`src/rtl/interphoton_gap_burst_search_macros.svh`:
```
// ---------------------------------------------------------------------------
// Assertion macros for the interphoton gap burst search
// Concurrent checks, left out when synthesising.
// ---------------------------------------------------------------------------
`ifndef INTERPHOTON_GAP_BURST_SEARCH_MACROS_SVH
`define INTERPHOTON_GAP_BURST_SEARCH_MACROS_SVH

`ifndef SYNTHESIS

// expression holds at every edge out of reset
`define IGBS_ASSERT_ALWAYS(label, clk, rst_n, expr) \
    label: assert property (@(posedge clk) disable iff (!rst_n) (expr)) \
        else $error("igbs assertion failed");

// antecedent implies consequent in the same cycle
`define IGBS_ASSERT_IMPLIES(label, clk, rst_n, ante, cons) \
    label: assert property (@(posedge clk) disable iff (!rst_n) (ante) |-> (cons)) \
        else $error("igbs assertion failed");

// antecedent implies consequent in the next cycle
`define IGBS_ASSERT_NEXT(label, clk, rst_n, ante, cons) \
    label: assert property (@(posedge clk) disable iff (!rst_n) (ante) |=> (cons)) \
        else $error("igbs assertion failed");

`else

`define IGBS_ASSERT_ALWAYS(label, clk, rst_n, expr)
`define IGBS_ASSERT_IMPLIES(label, clk, rst_n, ante, cons)
`define IGBS_ASSERT_NEXT(label, clk, rst_n, ante, cons)

`endif

`endif

```
`src/rtl/igbs_pkg.sv`:
```
// ---------------------------------------------------------------------------
// igbs_pkg
// Shared types and constants of the interphoton gap burst search.
// ---------------------------------------------------------------------------
package igbs_pkg;

    // one burst report
    typedef struct packed {
        logic [31:0] burst_start;
        logic [31:0] burst_stop;
        logic [31:0] burst_ordinal;
        logic        final_of_item;
    } t_result;

    // result queue geometry (power of two depth)
    localparam int unsigned ResultDepth = 4;
    localparam int unsigned PtrBits     = 2;
    localparam int unsigned CountBits   = 3;

    // push request into the result queue: zero, one or two results
    typedef struct packed {
        logic [1:0] count;
        t_result    first;
        t_result    second;
    } t_push;

    // queue status back to the search logic
    typedef struct packed {
        logic room_for_two;
    } t_fifo_status;

    // configuration register map
    localparam int unsigned CfgIndexBits = 8;
    localparam logic [CfgIndexBits-1:0] RegMaxGap  = 8'd0;
    localparam logic [CfgIndexBits-1:0] RegMinSize = 8'd1;

    localparam logic [31:0] MaxGapReset  = 32'd500;
    localparam logic [31:0] MinSizeReset = 32'd10;

endpackage

```
`src/rtl/interphoton_gap_burst_search.sv`:
```
// ---------------------------------------------------------------------------
// interphoton_gap_burst_search
// Burst search over a stream of photon arrival times by interphoton gap.
// ---------------------------------------------------------------------------
// One photon timestamp is taken per request. A run goes on while the wrapping
// 64-bit gap to the previous photon is at most max_gap; a larger gap, or the
// end-of-stream flag, closes the run, and a closed run of at least
// min_size photons is reported as [burst_start, burst_stop) with its
// ordinal in the stream. A photon yields zero, one or two reports; the last
// one of a photon carries final_of_item. Throughput is one photon per cycle
// while each photon yields at most one report and the output is not stalled;
// the gap subtract, the two length compares and the state update all sit
// in the cycle of acceptance. Reports go into a four-entry result queue that
// drains one per cycle while not stalled. Input is stalled whenever fewer
// than two queue entries are free, i.e. with three or four reports waiting;
// each photon that yields two reports adds one to the backlog, so a steady
// run of such photons stalls the input even with a free output. A report is
// written into the result queue when its photon is accepted.
// After end_of_stream all stream state returns to reset and the next photon
// starts a new stream. Configuration writes are always ready and belong in
// idle periods only.
// ---------------------------------------------------------------------------
`include "interphoton_gap_burst_search_macros.svh"

module interphoton_gap_burst_search #(
    parameter int unsigned INDEX_BITS = 32
) (
    input  logic                                 i_clk,
    input  logic                                 i_rst_n,

    // photon requests
    input  logic                                 i_valid,
    output logic                                 o_stall,
    input  logic [63:0]                          i_arrival_time,
    input  logic                                 i_end_of_stream,

    // burst reports
    output logic                                 o_valid,
    input  logic                                 i_stall,
    output logic [31:0]                          o_burst_start,
    output logic [31:0]                          o_burst_stop,
    output logic [31:0]                          o_burst_ordinal,
    output logic                                 o_final_of_item,

    // configuration writes
    input  logic                                 i_cfg_valid,
    output logic                                 o_cfg_ready,
    input  logic [igbs_pkg::CfgIndexBits-1:0]    i_cfg_index,
    input  logic [31:0]                          i_cfg_data
);

    // length arithmetic wide enough for both an index and min_size
    localparam int unsigned LenBits = (INDEX_BITS > 32) ? INDEX_BITS : 32;

    // configuration
    logic [31:0]           r_max_gap;
    logic [31:0]           r_min_size;

    // stream state
    logic [63:0]           r_previous_time;
    logic                  r_have_previous;
    logic [INDEX_BITS-1:0] r_run_begin;
    logic [INDEX_BITS-1:0] r_photon_index;
    logic [31:0]           r_bursts_found;

    logic                  accept;
    logic [63:0]           gap;
    logic                  gap_breaks;
    logic [INDEX_BITS-1:0] index_next;
    logic [INDEX_BITS-1:0] begin_after_gap;
    logic [LenBits-1:0]    gap_run_len;
    logic [LenBits-1:0]    end_run_len;
    logic [LenBits-1:0]    min_len;
    logic                  emit_gap;
    logic                  emit_end;
    logic [31:0]           ordinal_end;
    logic [31:0]           n_bursts_found;

    igbs_pkg::t_result      res_gap;
    igbs_pkg::t_result      res_end;
    igbs_pkg::t_result      head;
    igbs_pkg::t_push        push;
    igbs_pkg::t_fifo_status fifo_status;

    function automatic logic [31:0] sat_inc32(input logic [31:0] v);
        sat_inc32 = (v == '1) ? v : v + 32'd1;
    endfunction

    assign o_stall = !fifo_status.room_for_two;
    assign accept  = i_valid && !o_stall;

    // --- gap test and run bookkeeping --------------------------------------
    always_comb begin
        gap        = i_arrival_time - r_previous_time;     // wraps mod 2^64
        gap_breaks = r_have_previous && (gap > {32'd0, r_max_gap});

        // index saturates at all ones
        index_next = (r_photon_index == '1) ? r_photon_index
                                            : r_photon_index + INDEX_BITS'(1);

        min_len     = LenBits'(r_min_size);
        gap_run_len = LenBits'(r_photon_index) - LenBits'(r_run_begin);
        emit_gap    = gap_breaks && (gap_run_len >= min_len);

        // a breaking gap opens a new run at this photon
        begin_after_gap = gap_breaks ? r_photon_index : r_run_begin;
        end_run_len     = LenBits'(index_next) - LenBits'(begin_after_gap);
        emit_end        = i_end_of_stream && (end_run_len >= min_len);

        ordinal_end    = emit_gap ? sat_inc32(r_bursts_found) : r_bursts_found;
        n_bursts_found = emit_end ? sat_inc32(ordinal_end) : ordinal_end;
    end

    // --- reports ------------------------------------------------------------
    always_comb begin
        res_gap.burst_start   = 32'(r_run_begin);
        res_gap.burst_stop    = 32'(r_photon_index);
        res_gap.burst_ordinal = r_bursts_found;
        res_gap.final_of_item = !emit_end;

        res_end.burst_start   = 32'(begin_after_gap);
        res_end.burst_stop    = 32'(index_next);
        res_end.burst_ordinal = ordinal_end;
        res_end.final_of_item = 1'b1;

        push.count  = accept ? (2'(emit_gap) + 2'(emit_end)) : 2'd0;
        push.first  = emit_gap ? res_gap : res_end;
        push.second = res_end;
    end

    // --- state --------------------------------------------------------------
    always_ff @(posedge i_clk) begin
        if (!i_rst_n) begin
            r_max_gap       <= igbs_pkg::MaxGapReset;
            r_min_size      <= igbs_pkg::MinSizeReset;
            r_previous_time <= '0;
            r_have_previous <= 1'b0;
            r_run_begin     <= '0;
            r_photon_index  <= '0;
            r_bursts_found  <= '0;
        end else begin
            if (i_cfg_valid) begin
                case (i_cfg_index)
                    igbs_pkg::RegMaxGap:  r_max_gap  <= i_cfg_data;
                    igbs_pkg::RegMinSize: r_min_size <= i_cfg_data;
                    default: ;
                endcase
            end
            if (accept) begin
                if (i_end_of_stream) begin
                    // stream closed: back to a fresh stream
                    r_previous_time <= '0;
                    r_have_previous <= 1'b0;
                    r_run_begin     <= '0;
                    r_photon_index  <= '0;
                    r_bursts_found  <= '0;
                end else begin
                    r_previous_time <= i_arrival_time;
                    r_have_previous <= 1'b1;
                    r_run_begin     <= begin_after_gap;
                    r_photon_index  <= index_next;
                    r_bursts_found  <= n_bursts_found;
                end
            end
        end
    end

    assign o_cfg_ready = 1'b1;

    // --- result queue -------------------------------------------------------
    igbs_result_fifo u_result_fifo (
        .i_clk    (i_clk),
        .i_rst_n  (i_rst_n),
        .i_push   (push),
        .o_status (fifo_status),
        .o_valid  (o_valid),
        .i_stall  (i_stall),
        .o_result (head)
    );

    assign o_burst_start   = head.burst_start;
    assign o_burst_stop    = head.burst_stop;
    assign o_burst_ordinal = head.burst_ordinal;
    assign o_final_of_item = head.final_of_item;

    `IGBS_ASSERT_ALWAYS(a_run_within_index, i_clk, i_rst_n,
        r_run_begin <= r_photon_index)
    `IGBS_ASSERT_NEXT(a_stream_clears, i_clk, i_rst_n,
        accept && i_end_of_stream,
        (r_photon_index == '0) && !r_have_previous && (r_bursts_found == '0))
    `IGBS_ASSERT_IMPLIES(a_first_photon_no_gap, i_clk, i_rst_n,
        accept && !r_have_previous, (push.count == 2'd0) || !emit_gap)

endmodule

```
`src/rtl/igbs_result_fifo.sv`:
```
// ---------------------------------------------------------------------------
// igbs_result_fifo
// Small register queue of burst reports; takes up to two per cycle and
// hands out one per cycle on a valid/stall port.
// ---------------------------------------------------------------------------
`include "interphoton_gap_burst_search_macros.svh"

module igbs_result_fifo (
    input  logic                    i_clk,
    input  logic                    i_rst_n,
    input  igbs_pkg::t_push         i_push,
    output igbs_pkg::t_fifo_status  o_status,
    output logic                    o_valid,
    input  logic                    i_stall,
    output igbs_pkg::t_result       o_result
);

    igbs_pkg::t_result r_entry [igbs_pkg::ResultDepth];

    logic [igbs_pkg::PtrBits-1:0]   r_wr_ptr;
    logic [igbs_pkg::PtrBits-1:0]   r_rd_ptr;
    logic [igbs_pkg::CountBits-1:0] r_count;

    logic [igbs_pkg::PtrBits-1:0]   n_wr_ptr;
    logic [igbs_pkg::PtrBits-1:0]   n_rd_ptr;
    logic [igbs_pkg::CountBits-1:0] n_count;
    logic [igbs_pkg::PtrBits-1:0]   wr_ptr_plus1;
    logic                           pop;

    assign pop          = (r_count != '0) && !i_stall;
    assign wr_ptr_plus1 = r_wr_ptr + igbs_pkg::PtrBits'(1);

    always_comb begin
        n_wr_ptr = r_wr_ptr + igbs_pkg::PtrBits'(i_push.count);
        n_rd_ptr = pop ? r_rd_ptr + igbs_pkg::PtrBits'(1) : r_rd_ptr;
        n_count  = r_count + igbs_pkg::CountBits'(i_push.count)
                 - igbs_pkg::CountBits'(pop);
    end

    always_ff @(posedge i_clk) begin
        if (!i_rst_n) begin
            r_wr_ptr <= '0;
            r_rd_ptr <= '0;
            r_count  <= '0;
        end else begin
            r_wr_ptr <= n_wr_ptr;
            r_rd_ptr <= n_rd_ptr;
            r_count  <= n_count;
        end
    end

    // payload, no reset
    always_ff @(posedge i_clk) begin
        if (i_push.count != 2'd0) begin
            r_entry[r_wr_ptr] <= i_push.first;
        end
        if (i_push.count == 2'd2) begin
            r_entry[wr_ptr_plus1] <= i_push.second;
        end
    end

    assign o_valid               = (r_count != '0);
    assign o_result              = r_entry[r_rd_ptr];
    assign o_status.room_for_two =
        (r_count <= igbs_pkg::CountBits'(igbs_pkg::ResultDepth - 2));

    `IGBS_ASSERT_ALWAYS(a_fill_bound, i_clk, i_rst_n,
        r_count <= igbs_pkg::CountBits'(igbs_pkg::ResultDepth))
    `IGBS_ASSERT_IMPLIES(a_double_push_room, i_clk, i_rst_n,
        i_push.count == 2'd2, r_count <= igbs_pkg::CountBits'(igbs_pkg::ResultDepth - 2))
    `IGBS_ASSERT_NEXT(a_pop_only_drains, i_clk, i_rst_n,
        pop && (i_push.count == 2'd0), r_count == $past(r_count) - 1'b1)

endmodule

```
`config.mk`:
```
export PLATFORM = sky130hd
export DESIGN_NAME = interphoton_gap_burst_search
export DESIGN_NICKNAME = d
export VERILOG_FILES = /design/src/rtl/igbs_pkg.sv /design/src/rtl/interphoton_gap_burst_search.sv /design/src/rtl/igbs_result_fifo.sv
export VERILOG_INCLUDE_DIRS = /design/src /design/src/rtl
export SDC_FILE = /design/constraint.sdc
export NUM_CORES = 2
export LEC_CHECK = 0
export BUFFER_PORTS_ARGS = -buffer_cell sky130_fd_sc_hd__buf_2
export CELL_PAD_IN_SITES_DETAIL_PLACEMENT = 0
export CELL_PAD_IN_SITES_GLOBAL_PLACEMENT = 1
export CORE_UTILIZATION = 50
export CTS_CLUSTER_DIAMETER = 100
export DETAILED_ROUTE_END_ITERATION = 16
export MAX_ROUTING_LAYER = met4
export PLACE_DENSITY_LB_ADDON = 0.1
export SYNTH_ARGS = -nofsm -noshare
export SYNTH_HDL_FRONTEND = slang
export SYNTH_HIERARCHICAL = 1
export SYNTH_SLANG_ARGS = --single-unit
```
`constraint.sdc`:
```
create_clock -name i_clk -period 31.3 [get_ports i_clk]
set_input_delay 6.26 -clock i_clk [delete_from_list [all_inputs] [get_ports i_clk]]
set_output_delay 6.26 -clock i_clk [all_outputs]
set_load 0.01 [all_outputs]
```
==> flow_summary.ini <==
[synthesis]
synth_seq_cells = 622
synth_flop_cell = edfxtp_1
ys_types = 95
yosysWarnings = 6
yosysSeqAreaShare_pct = 40.4
syn_inst = 3860
netlist_area_sq_um = 40500
synth-edff-count = 388
syn_area_per_cell_sq_um = 10.5
async_flop_share_pct = 0

[drt]
avgRoutedWirePerCell_microns = 22.6
drc = 0
postRouteAntennaNets = 0
top_layer_used = met4
vias_per_cell = 5.87
wl_met1_mm = 51.3
drt_iter0_markers = 1906
totalWireLength_mm = 113
wl_met2_mm = 54.8
wl_met3_mm = 4.61
dr.pass1.iters = 5
vias = 29502

[grt]
antenna_found_initial = 2
overflow = 0
grt_pass1_vias = 28944
grt_max_degree = 108
grt_pass1_wl_mm = 176
grt_usage_pct = 28.3

[placement]
place_congestion = 0.921
port_buffers = 208
dp_cells = 4890
hpwlAfterDp_mm = 78.3
place_area_sq_um = 42000

[sta]
fin_crit_ns = 20.36
relSlewSlack_pct = 27.0
finalSetupViolations = 0
tightest_slew_ns = 1.09
slew_viol_final = 0
skew_ns = 0.0395
whs_ns = 0.461
period_share_pct = 65.1
fmax_ghz = 0.0491
fin_setup_tns_ns = 0
hold_violations = 0
rsz0062_at_grt = no

[outcome]
status = finished, final reports clean

[clock_tree]
postCtsSetupBuffers = 0
root_buffer = clkbuf_16
cts-hold-fix-buffers = 0
clk_pin_slew_worst_paths_ns = 0.06
cts_tree = built
clk_latency_ns = 0.65
numCtsBuffers = 72
h-tree-depth = 3
cts_buffer_depth = 3
cts.sinks = 622
cts-resized-gates = 0

[critical_path]
path_max_fanout = 59
critPathBufInv = 5
rrSetupSlack_ns = 16.41
startpoint_type = input port
cp_common_cell = ha_1
endpoint_kind = register
path_class = in -> reg
cp_slowest_cell = and3b_4
crit_required_ns = 31.56
cp.depth = 55
cp_top_family = compound AO/OA/AOI/OAI gates
slowest_delay_ns = 0.86
ff2ff_path_depth = 53
cp_data_arrival_time_ns = 20.62

[cells_and_area]
nets = 4256
multi_input_area_sq_um = 22100
regArea_sq_um = 16300
fillCellCount = 7003
layout_commonest_cell = mux2_2
drive_above_1_share_pct = 22.3
final_area_sq_um = 44300
final_cell_mix = mux2_2, edfxtp_1, nand2_1, inv_1, dfxtp_1
area_delta_synth_final_pct = 9.52
fin_cells = 5025

[floorplanning]
die_area_sq_um = 82100
die_w_microns = 287
rows = 103
start_util_pct = 50.9
io_pins = 210
die_height_microns = 287
coreArea_sq_um = 79500

[pwr]
finalPower_w = 0.00235
p_leak_nw = 17.1
vdd_drop_max_v = 0.0000462
p_per_area_nw_per_um2 = 53.1

[job]
drv_cap = 0

[worst_hold_path]
hold_class = reg -> reg
whs_path_depth = 2
-- sequential cells by signal, indices dropped and copies added, names as in the netlist, named ones only --
| signal | cells |
|---|---|
| r_have_previous | 1 |
| u_result_fifo/r_rd_ptr | 2 |
| u_result_fifo/r_wr_ptr | 2 |
| r_bursts_found | 32 |
| r_previous_time | 64 |
| r_max_gap | 32 |
| u_result_fifo/r_count | 3 |
| r_photon_index | 32 |
| u_result_fifo/r_entry | 388 |
| r_run_begin | 32 |
| min_len | 32 |
-- cell families after synthesis --
| kind of cell | share of synthesized area (%) |
|---|---|
| compound gates | 13.2 |
| xor+xnor | 4.09 |
| fa+ha+maj | 7.25 |
| buf+inv | 5.20 |
| flops | 40.4 |
| mux | 18.1 |
| other cells | 0.00927 |
| simple gates | 11.8 |
-- final timing paths --
| kind | from | endpoint |
|---|---|---|
| worst max-delay path | i_arrival_time[0] | u_result_fifo/r_entry[2][79] |
| worst min-delay path | r_previous_time[41] | r_previous_time[41] |
| worst max register to register | r_previous_time[0] | u_result_fifo/r_entry[2][79] |
| worst min register to register | r_previous_time[41] | r_previous_time[41] |
-- area by class of cell --
class                   count  share of cell area, %
inverters                 244                   2.07
multi-input cells        2733                   49.9
repair buffers            241                   2.92
clock inverters            31                  0.706
well taps                1050                   2.96
diodes                      1                0.00565
clock buffers             103                   4.54
flip-flops and latches    622                   36.9
-- routing by layer --
metal  vias to the layer above  GRT usage, %
met2                       678          46.5
met3                       154          3.08
met5                         -             -
met1                     14372          37.4
met4                         0          7.01
li1                      14298             -
-- tightest hold or removal path, stage by stage (launching register included) --
cell      delay (ns)
dfxtp_1         0.30
nand2_1         0.04
a21boi_0        0.06
-- stage by stage --
step                setup slack, ns  util [%]
floorplan                      7.37         -
global placement              10.63      52.8
detailed placement            10.42      52.8
CTS                           11.02      55.7
global route                   9.89      55.7
finish                        10.94      55.7
-- power breakdown --
group / switching [W] / internal (W)
clock: 0.000365 / 0.000457
combinational: 0.000343 / 0.000238
sequential: 0.0000264 / 0.000922
total: 0.000734 / 0.00162
-- Yosys cell counts (all sizes together) (32+ instances only) --
cell type / n / area share [%]
inv: 244 / 2.3
nand2: 328 / 3.0
clkbuf: 171 / 1.6
edfxtp: 388 / 29
mux2: 425 / 12
mux4: 97 / 5.4
buf: 94 / 1.4
xnor2: 128 / 2.8
nor2b: 43 / 0.67
mux2i: 34 / 0.84
nand3: 58 / 0.73
nor2: 184 / 1.7
ha: 228 / 7.0
xor2: 61 / 1.3
dfxtp: 234 / 12
a21oi: 168 / 2.1
nor3: 52 / 0.64
nand3b: 64 / 1.2
or3: 37 / 0.58
nand4: 52 / 0.84
and3: 34 / 0.53
a22o: 32 / 0.69
a21o: 59 / 1.1
a21boi: 151 / 2.8
o21ai: 150 / 1.9
Power figures use the tool's default switching activity.
